<file path="config.mk">
export PLATFORM = sky130hd
export DESIGN_NAME = sensor_level_tracker_activity_color
export DESIGN_NICKNAME = d
export VERILOG_FILES = /design/src/slt_pkg.sv /design/src/slt_store.sv /design/src/slt_update.sv /design/src/sensor_level_tracker_activity_color.sv
export SDC_FILE = /design/constraint.sdc
export NUM_CORES = 1
export LEC_CHECK = 0
export ABC_CLOCK_PERIOD_IN_PS = 10400
export BUFFER_PORTS_ARGS = -buffer_cell sky130_fd_sc_hd__buf_2
export CELL_PAD_IN_SITES_DETAIL_PLACEMENT = 0
export CELL_PAD_IN_SITES_GLOBAL_PLACEMENT = 1
export CORE_MARGIN = 3
export CORE_UTILIZATION = 54
export CTS_BUF_LIST = sky130_fd_sc_hd__clkbuf_16
export DETAILED_ROUTE_END_ITERATION = 8
export GPL_TIMING_DRIVEN = 0
export PLACE_DENSITY_LB_ADDON = 0.1
export SLEW_MARGIN = 25
export SYNTH_ARGS = -nofsm -noshare
export SYNTH_HDL_FRONTEND = slang
export SYNTH_HIERARCHICAL = 1
export SYNTH_SLANG_ARGS = --single-unit
</file>
<file path="constraint.sdc">
create_clock -name clk -period 10.4 [get_ports clk]
set_clock_uncertainty 0.05 [all_clocks]
set_input_delay 0.52 -clock clk [delete_from_list [all_inputs] [get_ports clk]]
set_output_delay 0.52 -clock clk [all_outputs]
set_load 0.01 [all_outputs]
</file>
<file path="src/slt_pkg.sv">
package slt_pkg;

    // Default storage depth, one entry per sensor.
    localparam int SENSOR_COUNT_DEFAULT = 16;

    // Field widths.
    localparam int IDX_W   = 4;
    localparam int LEVEL_W = 8;

    // Level and countdown constants.
    localparam logic [LEVEL_W-1:0] LOW_RESET  = 8'd255;
    localparam logic [LEVEL_W-1:0] HIGH_RESET = 8'd50;
    localparam logic [LEVEL_W:0]   LIFT       = 9'd50;
    localparam logic [LEVEL_W:0]   LEVEL_MAX  = 9'd255;
    localparam logic [LEVEL_W:0]   ACT_MARGIN = 9'd20;

    // Configuration registers.
    localparam logic CFG_HOLD_TIME  = 1'b0;
    localparam logic CFG_BRIGHTNESS = 1'b1;

    localparam logic [LEVEL_W-1:0] HOLD_RESET   = 8'd100;
    localparam logic [LEVEL_W-1:0] BRIGHT_RESET = 8'd200;

    // hold_time / 6 as (hold_time * 171) >> 10, exact for all 8-bit values.
    localparam logic [LEVEL_W-1:0] RECIP_SIX   = 8'd171;
    localparam int                 RECIP_SHIFT = 10;
    localparam logic [LEVEL_W-1:0] BAND_RESET  = 8'd16;

    // Input kinds.
    localparam logic KIND_READING = 1'b0;
    localparam logic KIND_CLEAR   = 1'b1;

    // Control into the state store.
    typedef struct packed {
        logic rd_en;
        logic wr_en;
        logic clr_levels;
    } slt_store_ctl_t;

    // Updated sensor state and its color.
    typedef struct packed {
        logic [LEVEL_W-1:0] min_level;
        logic [LEVEL_W-1:0] max_level;
        logic [LEVEL_W-1:0] countdown;
        logic [LEVEL_W-1:0] red;
        logic [LEVEL_W-1:0] green;
        logic [LEVEL_W-1:0] blue;
    } slt_result_t;

endpackage

</file>
<file path="src/slt_store.sv">
module slt_store #(
    parameter int SENSOR_COUNT = slt_pkg::SENSOR_COUNT_DEFAULT,
    parameter int AW           = (SENSOR_COUNT > 1) ? $clog2(SENSOR_COUNT) : 1
) (
    input  logic                         clk,
    input  logic                         rst_n,
    input  slt_pkg::slt_store_ctl_t      ctl,
    input  logic [AW-1:0]                rd_addr,
    input  logic [AW-1:0]                wr_addr,
    input  logic [slt_pkg::LEVEL_W-1:0]  wr_low,
    input  logic [slt_pkg::LEVEL_W-1:0]  wr_high,
    input  logic [slt_pkg::LEVEL_W-1:0]  wr_count,
    output logic [slt_pkg::LEVEL_W-1:0]  rd_low,
    output logic [slt_pkg::LEVEL_W-1:0]  rd_high,
    output logic [slt_pkg::LEVEL_W-1:0]  rd_count
);
    import slt_pkg::*;

    // Levels share one word: high level in the upper byte.
    logic [2*LEVEL_W-1:0] lvl_mem [SENSOR_COUNT];
    logic [LEVEL_W-1:0]   cnt_mem [SENSOR_COUNT];

    // An entry whose valid bit is low reads as its reset value.
    logic [SENSOR_COUNT-1:0] lvl_valid_reg;
    logic [SENSOR_COUNT-1:0] cnt_valid_reg;

    logic [2*LEVEL_W-1:0] lvl_rd_reg;
    logic [LEVEL_W-1:0]   cnt_rd_reg;
    logic                 lvl_ok_reg;
    logic                 cnt_ok_reg;

    always_ff @(posedge clk)
    begin
        if (ctl.wr_en)
        begin
            lvl_mem[wr_addr] <= {wr_high, wr_low};
            cnt_mem[wr_addr] <= wr_count;
        end
        if (ctl.rd_en)
        begin
            lvl_rd_reg <= lvl_mem[rd_addr];
            cnt_rd_reg <= cnt_mem[rd_addr];
        end
    end

    always_ff @(posedge clk or negedge rst_n)
    begin
        if (!rst_n)
        begin
            lvl_valid_reg <= '0;
            cnt_valid_reg <= '0;
            lvl_ok_reg    <= 1'b0;
            cnt_ok_reg    <= 1'b0;
        end
        else
        begin
            if (ctl.clr_levels)
            begin
                lvl_valid_reg <= '0;
            end
            else if (ctl.wr_en)
            begin
                lvl_valid_reg[wr_addr] <= 1'b1;
            end
            if (ctl.wr_en)
            begin
                cnt_valid_reg[wr_addr] <= 1'b1;
            end
            if (ctl.rd_en)
            begin
                lvl_ok_reg <= lvl_valid_reg[rd_addr];
                cnt_ok_reg <= cnt_valid_reg[rd_addr];
            end
        end
    end

    assign rd_low   = lvl_ok_reg ? lvl_rd_reg[LEVEL_W-1:0]         : LOW_RESET;
    assign rd_high  = lvl_ok_reg ? lvl_rd_reg[2*LEVEL_W-1:LEVEL_W] : HIGH_RESET;
    assign rd_count = cnt_ok_reg ? cnt_rd_reg                      : '0;

endmodule

</file>
<file path="src/slt_update.sv">
module slt_update (
    input  logic [slt_pkg::LEVEL_W-1:0] low,
    input  logic [slt_pkg::LEVEL_W-1:0] high,
    input  logic [slt_pkg::LEVEL_W-1:0] count,
    input  logic [slt_pkg::LEVEL_W-1:0] reading,
    input  logic [slt_pkg::LEVEL_W-1:0] hold_time,
    input  logic [slt_pkg::LEVEL_W-1:0] band,
    input  logic [slt_pkg::LEVEL_W-1:0] brightness,
    output slt_pkg::slt_result_t        result
);
    import slt_pkg::*;

    logic [LEVEL_W-1:0] lo_new;
    logic [LEVEL_W-1:0] hi_lift;
    logic [LEVEL_W-1:0] hi_new;
    logic [LEVEL_W-1:0] cnt_new;
    logic [LEVEL_W:0]   rd_lift;
    logic [LEVEL_W:0]   lo_margin;
    logic [LEVEL_W-1:0] half;
    logic [LEVEL_W+2:0] band1;
    logic [LEVEL_W+2:0] band2;
    logic [LEVEL_W+2:0] band3;
    logic [LEVEL_W+2:0] band4;
    logic [LEVEL_W+2:0] band5;
    logic [LEVEL_W+2:0] c_ext;

    always_comb
    begin
        rd_lift = {1'b0, reading} + LIFT;
        // The high level survives a new low only while it sits above low + 50.
        if ({1'b0, high} > rd_lift)
        begin
            hi_lift = high;
        end
        else if (rd_lift > LEVEL_MAX)
        begin
            hi_lift = LEVEL_MAX[LEVEL_W-1:0];
        end
        else
        begin
            hi_lift = rd_lift[LEVEL_W-1:0];
        end

        lo_new = low;
        hi_new = high;
        if (reading < low)
        begin
            lo_new = reading;
            hi_new = hi_lift;
        end
        if (reading > hi_new)
        begin
            hi_new = reading;
        end

        lo_margin = {1'b0, lo_new} + ACT_MARGIN;
        if ({1'b0, reading} > lo_margin)
        begin
            cnt_new = hold_time;
        end
        else if (count != '0)
        begin
            cnt_new = count - 1'b1;
        end
        else
        begin
            cnt_new = '0;
        end
    end

    always_comb
    begin
        half  = brightness >> 1;
        c_ext = {3'b000, cnt_new};
        band1 = {3'b000, band};
        band2 = {2'b00, band, 1'b0};
        band3 = band2 + band1;
        band4 = {1'b0, band, 2'b00};
        band5 = band4 + band1;

        result.min_level = lo_new;
        result.max_level = hi_new;
        result.countdown = cnt_new;
        result.red       = '0;
        result.green     = '0;
        result.blue      = '0;
        if (cnt_new == '0)
        begin
            // Inactive sensor shows black.
        end
        else if (c_ext < band1)
        begin
            result.green = brightness;
        end
        else if (c_ext < band2)
        begin
            result.red   = half;
            result.green = half;
        end
        else if (c_ext < band3)
        begin
            result.red = brightness;
        end
        else if (c_ext < band4)
        begin
            result.red  = half;
            result.blue = half;
        end
        else if (c_ext < band5)
        begin
            result.blue = brightness;
        end
        else
        begin
            result.green = half;
            result.blue  = half;
        end
    end

endmodule

</file>
<file path="src/sensor_level_tracker_activity_color.sv">
// A reading first loads its sensor entry into the store's read registers; the entry is then
// updated, written back and captured in the output register behind m_tvalid. No new
// transaction is taken during that update or while a waiting result is not being taken.
// A clear transaction returns no result; out-of-range readings are dropped.
// Reset is asynchronous: levels read as 255/50 and countdowns as zero through per-entry
// valid bits, so no clearing pass runs; hold_time resets to 100 and brightness to 200.
module sensor_level_tracker_activity_color #(
    parameter int SENSOR_COUNT = slt_pkg::SENSOR_COUNT_DEFAULT
) (
    input  logic        clk,
    input  logic        rst_n,
    // Input stream.
    input  logic        s_tvalid,
    output logic        s_tready,
    input  logic [15:0] s_tdata,    // sensor_index[3:0], reading[11:4], zero pad [15:12]
    input  logic        s_tuser,    // kind: 0 = reading, 1 = clear level history
    // Result stream.
    output logic        m_tvalid,
    input  logic        m_tready,
    output logic [55:0] m_tdata,    // sensor_id[3:0], min_level[11:4], max_level[19:12],
                                    // countdown[27:20], red[35:28], green[43:36],
                                    // blue[51:44], zero pad [55:52]
    // Configuration write port.
    input  logic        cfg_we,
    input  logic        cfg_index,
    input  logic [7:0]  cfg_data
);
    import slt_pkg::*;

    localparam int AW = (SENSOR_COUNT > 1) ? $clog2(SENSOR_COUNT) : 1;

    // Configuration registers. The color band width hold_time / 6 is
    // computed once when hold_time is written.
    logic [LEVEL_W-1:0] hold_reg;
    logic [LEVEL_W-1:0] bright_reg;
    logic [LEVEL_W-1:0] band_reg;
    logic [2*LEVEL_W-1:0] band_prod;

    assign band_prod = {8'd0, cfg_data} * {8'd0, RECIP_SIX};

    always_ff @(posedge clk or negedge rst_n)
    begin
        if (!rst_n)
        begin
            hold_reg   <= HOLD_RESET;
            bright_reg <= BRIGHT_RESET;
            band_reg   <= BAND_RESET;
        end
        else if (cfg_we)
        begin
            case (cfg_index)
                CFG_HOLD_TIME:
                begin
                    hold_reg <= cfg_data;
                    // The quotient is at most 42, so six bits carry it.
                    band_reg <= {2'b00, band_prod[2*LEVEL_W-1:RECIP_SHIFT]};
                end
                CFG_BRIGHTNESS:
                begin
                    bright_reg <= cfg_data;
                end
                default:
                begin
                    hold_reg <= hold_reg;
                end
            endcase
        end
    end

    // Input decode.
    logic [IDX_W-1:0]   in_idx;
    logic [LEVEL_W-1:0] in_reading;
    logic [8:0]         idx_ext;
    logic               in_range;
    logic               s_accept;
    logic               start_rmw;

    assign in_idx     = s_tdata[IDX_W-1:0];
    assign in_reading = s_tdata[IDX_W+LEVEL_W-1:IDX_W];
    assign idx_ext    = {5'd0, in_idx};
    assign in_range   = idx_ext < 9'(SENSOR_COUNT);
    assign s_accept   = s_tvalid && s_tready;
    assign start_rmw  = s_accept && (s_tuser == KIND_READING) && in_range;

    // busy_reg marks the cycle in which the store's read data is updated and
    // written back. No new transaction is taken then, so a following reading
    // of the same sensor always sees the written entry.
    logic               busy_reg;
    logic               busy_next;
    logic [IDX_W-1:0]   idx_reg;
    logic [LEVEL_W-1:0] reading_reg;

    assign busy_next = start_rmw;

    always_ff @(posedge clk or negedge rst_n)
    begin
        if (!rst_n)
        begin
            busy_reg <= 1'b0;
        end
        else
        begin
            busy_reg <= busy_next;
        end
    end

    always_ff @(posedge clk)
    begin
        if (start_rmw)
        begin
            idx_reg     <= in_idx;
            reading_reg <= in_reading;
        end
    end

    // Output register; a transaction is taken only when the result slot will
    // be free by the time its update finishes.
    logic        m_tvalid_reg;
    logic        m_tvalid_next;
    logic [55:0] m_tdata_reg;

    assign s_tready = !busy_reg && (!m_tvalid_reg || m_tready);

    // State store.
    slt_store_ctl_t     store_ctl;
    logic [LEVEL_W-1:0] rd_low;
    logic [LEVEL_W-1:0] rd_high;
    logic [LEVEL_W-1:0] rd_count;
    slt_result_t        upd;

    assign store_ctl.rd_en      = start_rmw;
    assign store_ctl.wr_en      = busy_reg;
    assign store_ctl.clr_levels = s_accept && (s_tuser == KIND_CLEAR);

    slt_store #(
        .SENSOR_COUNT (SENSOR_COUNT),
        .AW           (AW)
    ) u_store (
        .clk      (clk),
        .rst_n    (rst_n),
        .ctl      (store_ctl),
        .rd_addr  (AW'(idx_ext)),
        .wr_addr  (AW'({5'd0, idx_reg})),
        .wr_low   (upd.min_level),
        .wr_high  (upd.max_level),
        .wr_count (upd.countdown),
        .rd_low   (rd_low),
        .rd_high  (rd_high),
        .rd_count (rd_count)
    );

    slt_update u_update (
        .low        (rd_low),
        .high       (rd_high),
        .count      (rd_count),
        .reading    (reading_reg),
        .hold_time  (hold_reg),
        .band       (band_reg),
        .brightness (bright_reg),
        .result     (upd)
    );

    always_comb
    begin
        m_tvalid_next = m_tvalid_reg;
        if (busy_reg)
        begin
            m_tvalid_next = 1'b1;
        end
        else if (m_tready)
        begin
            m_tvalid_next = 1'b0;
        end
    end

    always_ff @(posedge clk or negedge rst_n)
    begin
        if (!rst_n)
        begin
            m_tvalid_reg <= 1'b0;
        end
        else
        begin
            m_tvalid_reg <= m_tvalid_next;
        end
    end

    always_ff @(posedge clk)
    begin
        if (busy_reg)
        begin
            m_tdata_reg <= {4'd0, upd.blue, upd.green, upd.red, upd.countdown,
                            upd.max_level, upd.min_level, idx_reg};
        end
    end

    assign m_tvalid = m_tvalid_reg;
    assign m_tdata  = m_tdata_reg;

    // The update cycle never accepts a new transaction.
    a_busy_blocks_input: assert property (@(posedge clk) disable iff (!rst_n)
        busy_reg |-> !s_tready)
        else $error("input accepted during store update");

    // A started update always raises busy_reg and then produces a result on m_tvalid.
    a_rmw_gives_result: assert property (@(posedge clk) disable iff (!rst_n)
        start_rmw |=> busy_reg ##1 m_tvalid)
        else $error("reading did not produce a result");

    // An update never overwrites a result that is still waiting.
    a_no_overwrite: assert property (@(posedge clk) disable iff (!rst_n)
        busy_reg |-> !m_tvalid_reg || $past(m_tready))
        else $error("pending result overwritten");

    // A clear or a dropped reading starts no store update.
    a_clear_no_update: assert property (@(posedge clk) disable iff (!rst_n)
        (s_accept && (s_tuser == KIND_CLEAR || !in_range)) |=> !busy_reg)
        else $error("clear or dropped reading started an update");

endmodule

</file>
* Word level (Yosys, flattened, before mapping)
Memories as Yosys holds them, arrays and structs flattened. A register that Yosys moved wholly into a read port is not among the register bits. Index checks and enable logic that the tools add are counted.
Operators by class: reductions and logical operators 19, muxes and demuxes 31, $lt $le $gt $ge 14, multiply operators 1, add/sub/neg operators 5, bitwise operators 5
Operator list (count):
- 8-bit two-way mux | 15
- 16-bit two-way mux | 3
- 16-bit OR | 2
- 8-bit by 11-bit < comparator with 1-bit output | 2
- 8-bit by 9-bit > comparator with 1-bit output | 2
- 8-bit < comparator | 2
- 8-bit by 8-bit multiplier with 16-bit output, second input constant | 1
- 4-bit by 5-bit < comparator with 1-bit output, second input constant | 3
- 15-bit two-way mux | 1
- 7-bit two-way mux | 2
- 8-bit by 5-bit adder with 9-bit output, second input constant | 1
- 8-bit by 6-bit adder with 9-bit output | 1
- 8-bit by 6-bit adder with 9-bit output, second input constant | 1
- 9-bit by 8-bit > comparator with 1-bit output, second input constant | 1
- 7-bit by 6-bit adder with 8-bit output | 1
- 1-bit binary-select mux with 4-bit select | 2
- 8-bit > comparator | 1
- 8-bit logical NOT | 1
- 8-bit by 6-bit < comparator with 1-bit output | 1
- 8-bit by 7-bit < comparator with 1-bit output | 1
- 8-bit nonzero test | 1
- 8-bit by 1-bit subtractor with 8-bit output, second input constant | 1
- 1-bit two-way mux | 7
- 1-bit logical AND | 6
- 11 further kinds | 16
Word-level totals: word-level logic and storage cells 94, output and inout port bits 58, register bits 122, memory bits (writable) 384, memories 2, input bits 31
Memory list:
- u_store.lvl_mem | depth 16, bits a word 16, read ports 1, clocked after memory_dff 1, wr ports 1, line slt_store.sv:20 | logic [2*LEVEL_W-1:0] lvl_mem [SENSOR_COUNT];
- u_store.cnt_mem | depth 16, bits a word 8, read ports 1, clocked after memory_dff 1, wr ports 1, line slt_store.sv:21 | logic [LEVEL_W-1:0] cnt_mem [SENSOR_COUNT];

* Longest topological paths before layout
depth in word-level cells 12, mapped depth 30, mapped depth without buffers 27

* Hierarchy
The synthesis kept the hierarchy.
By module, submodules not included:
- slt_store | sequential area each 13102.6 um^2, area each 16753.6 um^2, instances 1, cells an instance 705
- sensor_level_tracker_activity_color | sequential area each 2531.2 um^2, area each 3970.1 um^2, instances 1, cells an instance 265
- slt_update | sequential area each 0.0 um^2, area each 3490.8 um^2, instances 1, cells an instance 450

* Worst setup path after synthesis
Ideal clock, no wire load.
path kind register -> register, start point register u_store.lvl_ok_reg, end point register m_tdata_reg[44], in the netlist m_tdata[44] (data pin), path buffers 2, library setup time 0.254 ns, clock period less this slack 7.561 ns, data required time 10.096 ns, arrival time 7.256 ns, cell stages (with the launch flop) 26, setup slack 2.839 ns, cells stage by stage dfrtp_1 -> clkbuf_1 -> nand2b_1 -> inv_1 -> ha_1 -> and3_1 -> a221oi_2 -> o21ai_4 -> clkbuf_1 -> o21ai_0 -> xnor2_1 -> ha_1 -> a211oi_1 -> o21ai_0 -> o211ai_2 -> a211oi_2 -> o31ai_1 -> ha_1 -> a211o_1 -> a211o_1 -> a31o_1 -> a211oi_1 -> o21ai_1 -> a31oi_4 -> mux2i_1 -> nor2_1
RTL lines:
- start, declared | line slt_store.sv:29 | logic lvl_ok_reg;
- start signal, assigned | line slt_store.sv:71 | lvl_ok_reg <= lvl_valid_reg[rd_addr];
- end signal, assigned | line sensor_level_tracker_activity_color.sv:192 | m_tdata_reg <= {4'd0, upd.blue, upd.green, upd.red, upd.countdown,
- end, declared | line sensor_level_tracker_activity_color.sv:120 | logic [55:0] m_tdata_reg;

==> reports/metrics.csv <==
metric;value;unit
# diodes;0;
Area growth syn-to-layout;15.6;%
RSZ-0062 raised after global routing;no;
register area;0.0156;sq mm
VDD IR max;0.191;mV
CP Max Fanout;22;
r2r worst-path depth;28;
Worst Tran Pin Value;1.09;ns
Min-Delay Path Class;in -> reg;
Multi-input gate area;0.00834;sq mm
net load switching power;1850;uW
critical path launch point type;flop;
Vias;13600;
# fillers;3111;
vias in the first global route;13800;
slowest stage delay, CP;0.94;ns
Hold EP;reading_reg[0]$_DFFE_PP_;
CTS H-tree lvls;2;
slack of the worst reg-to-reg path;1.72;ns
fin crit period;8.68;ns
Root Buffer;clkbuf_16;
P_int;4270;uW
area post-placement;0.0263;sq mm
port bufs;80;
WP data arrival;9.08;ns
Peak Freq;115;MHz
setup TNS;0;ns
PnR worst setup slack;1.72;ns
average wire per cell in the routed design;25.4;um
Seq/Total Area, Yosys;0.646;
Sequential Power Share;0.434;
Boundary Pins;89;
FFs w/ async S/R, synth;0.109;
hold path depth;1;
Total Power Consumption;6120;uW
Clock power frac;0.302;
DP Wirelength;39400;um
power per cell area;219;mW/mm^2
post-synthesis cell count;1420;
crit path max-delay cell type;a211oi_2;
run status;finished, final reports clean;
ys flop type;edfxtp_1;
relative slew slack;0.276;
Post-DRT Antenna Nets;0;
Worst EP required;10.80;ns
clk sink count;530;
Final period util;0.834;
share of cells above drive strength 1;0.268;
Place WS;1.75;ns
drt drc;0;
gpl congestion;0.833;
Synth Area per Inst;17.1;sq um
Final setup viols;0;
die area;0.0474;sq mm
TritonCTS clock tree;built;
largest net degree at the start of global routing;41;
DR iter-0 viols;1441;
WL final;57100;um
Yosys Warn Count;6;
All-Layer GR Usage;0.247;
final hold violations;0;
drt first pass iters;7;
post-CTS setup buffers;0;
FF+latch count, synth;530;
RR Endpoint;m_tdata[39]$_DFFE_PP_;
Finished Core Util;0.641;
Finished Cell Area;0.0280;sq mm
via/cell ratio;6.06;
Layout Nets;1783;
Die X;218;um
switching fraction of total power;0.302;
Clock Path Buffers;3;
max-cap viol count;0;
antenna violations before repair;1;
synthesized area;0.0242;sq mm
Worst-path clk slew;0.06;ns
Largest register FFs;256;
logic gate share of total power;0.265;
Worst Setup End Kind;flop;
Hold Crit Start;s_tdata[4];
area of the core;0.0436;sq mm
WS Path Type;reg -> reg;
Slew Limit Fails;0;
Num CTS Buffers;53;
Rows;76;
Netlist cell types;88;
leakage power;0.0104;uW
number of flops mapped to enable cells by yosys;472;
Skew-Pair Late Insertion Delay;0.59;ns
Reg-to-Reg Start;u_store/lvl_ok_reg$_DFFE_PN0P_;
Initial Util;0.555;
total gr overflow;0;
first-pass GRT wire length;86000;um
Die Height;218;um
## cell usage in the layout, fill, tap and decap left out, drive strengths merged, types with 12 or more instances in the layout
cell type / instances
a21oi: 27
a21o: 20
edfxtp: 472
nor3: 13
nand3: 14
clkinv: 20
or2: 17
fa: 14
nand2: 69
nor2: 78
o21ai: 36
clkbuf: 77
mux4: 128
buf: 148
inv: 83
conb: 18
mux2i: 32
xnor2: 22
mux2: 12
dfrtp: 51
and2: 16
ha: 121
nand2b: 21
## per-stage QoR
step	instances	hold slack, ns
floorplan	1437	0.174
global placement	2102	0.396
detailed placement	2146	0.366
CTS	2246	0.0268
global route	2246	0.0392
finish	2246	0.0628
## cell type report
type                    count  share of cell area
flip-flops and latches    530               0.559
multi-input cells         795               0.298
clock buffers              55              0.0492
repair buffers            125              0.0374
well taps                 585              0.0262
clock inverters            44              0.0114
plain buffers              46              0.0100
inverters                  66             0.00885
## what timing repair did
| item | CTS | global route |
|---|---|---|
| hold endpoints to repair | 18 | 0 |
| hold buffers | 1 | 0 |
| gates resized for setup | 0 | 0 |
## power by group through the flow
stage                     Sequential, uW  Combinational [uW]  Clock (uW)
after floorplan                     2690                1110           0
after global placement              2710                1500           0
after detailed placement            2700                1610           0
after CTS                           2650                1620        1890
after global routing                2660                1800        1980
final                               2650                1620        1850
## metal layers
metal	wire, um	up-vias	global-route usage	part of all wire
li1	-	5996	-	-
met1	24500	7040	0.363	0.43
met2	27200	485	0.392	0.48
met3	4030	87	0.0358	0.071
met4	1440	0	0.0696	0.025
met5	0	-	0	0
## cells by family (layout without fill, tap and decap cells)
group           after synthesis  in the layout  share of synthesized area
flops                       530            530                      0.646
simple gates                273            273                     0.0568
compound gates              172            172                     0.0543
mux                         172            172                      0.138
fa+ha+maj                   135            135                     0.0741
buf+inv                     112            336                     0.0218
xor+xnor                     25             25                    0.00904
other cells                   1             18                   0.000155
## Yosys cell counts (all sizes together) (4+ instances only)
library cell	instances	share of area
o21ai	36	0.0079
a211oi	8	0.0027
nand2	69	0.011
and2	16	0.0041
buf	24	0.0082
a21o	20	0.0062
a22o	8	0.0029
o31ai	6	0.0019
edfxtp	472	0.59
a221oi	4	0.0020
a211o	5	0.0018
o41ai	4	0.0022
o211ai	4	0.0014
mux2	12	0.0056
ha	121	0.063
or4	4	0.0014
dfrtp	51	0.053
nand3	14	0.0029
xnor2	22	0.0080
or2	17	0.0044
nor2	78	0.012
fa	14	0.012
inv	66	0.010
nor4	4	0.0013
nand2b	21	0.0057
a31oi	6	0.0022
o21a	11	0.0034
mux2i	32	0.013
and4	4	0.0014
nand4	4	0.0010
mux4	128	0.12
nor3	13	0.0027
a22oi	9	0.0030
nor2b	5	0.0013
dfstp	7	0.0076
a2111oi	6	0.0040
and3	11	0.0029
a21oi	27	0.0057
clkbuf	22	0.0034
## critical path: cells and delay by family, from the launching register on
kind                       cells  cell delay [ns]
and+or+nand+nor                8             1.29
buffers and inverters          5             1.45
AOI/OAI and AO/OA             12             4.45
DFF                            1             0.49
adders and majority gates      3             0.80
## how the worst max path moves through the flow
| stage | startpoint | end | cells past startpoint |
|---|---|---|---|
| 6_report | u_store/lvl_ok_reg$_DFFE_PN0P_ | m_tdata[39]$_DFFE_PP_ | 28 |
| 3_3_place_gp | u_store/lvl_ok_reg$_DFFE_PN0P_ | m_tdata[41]$_DFFE_PP_ | 25 |
| 2_1_floorplan | u_store/lvl_ok_reg$_DFFE_PN0P_ | m_tdata[44]$_DFFE_PP_ | 25 |
| 5_1_grt | u_store/lvl_ok_reg$_DFFE_PN0P_ | m_tdata[38]$_DFFE_PP_ | 28 |
| 3_5_place_dp | u_store/lvl_ok_reg$_DFFE_PN0P_ | m_tdata[41]$_DFFE_PP_ | 28 |
| 4_1_cts | u_store/lvl_ok_reg$_DFFE_PN0P_ | m_tdata[40]$_DFFE_PP_ | 28 |
Power figures use the tool's default switching activity.
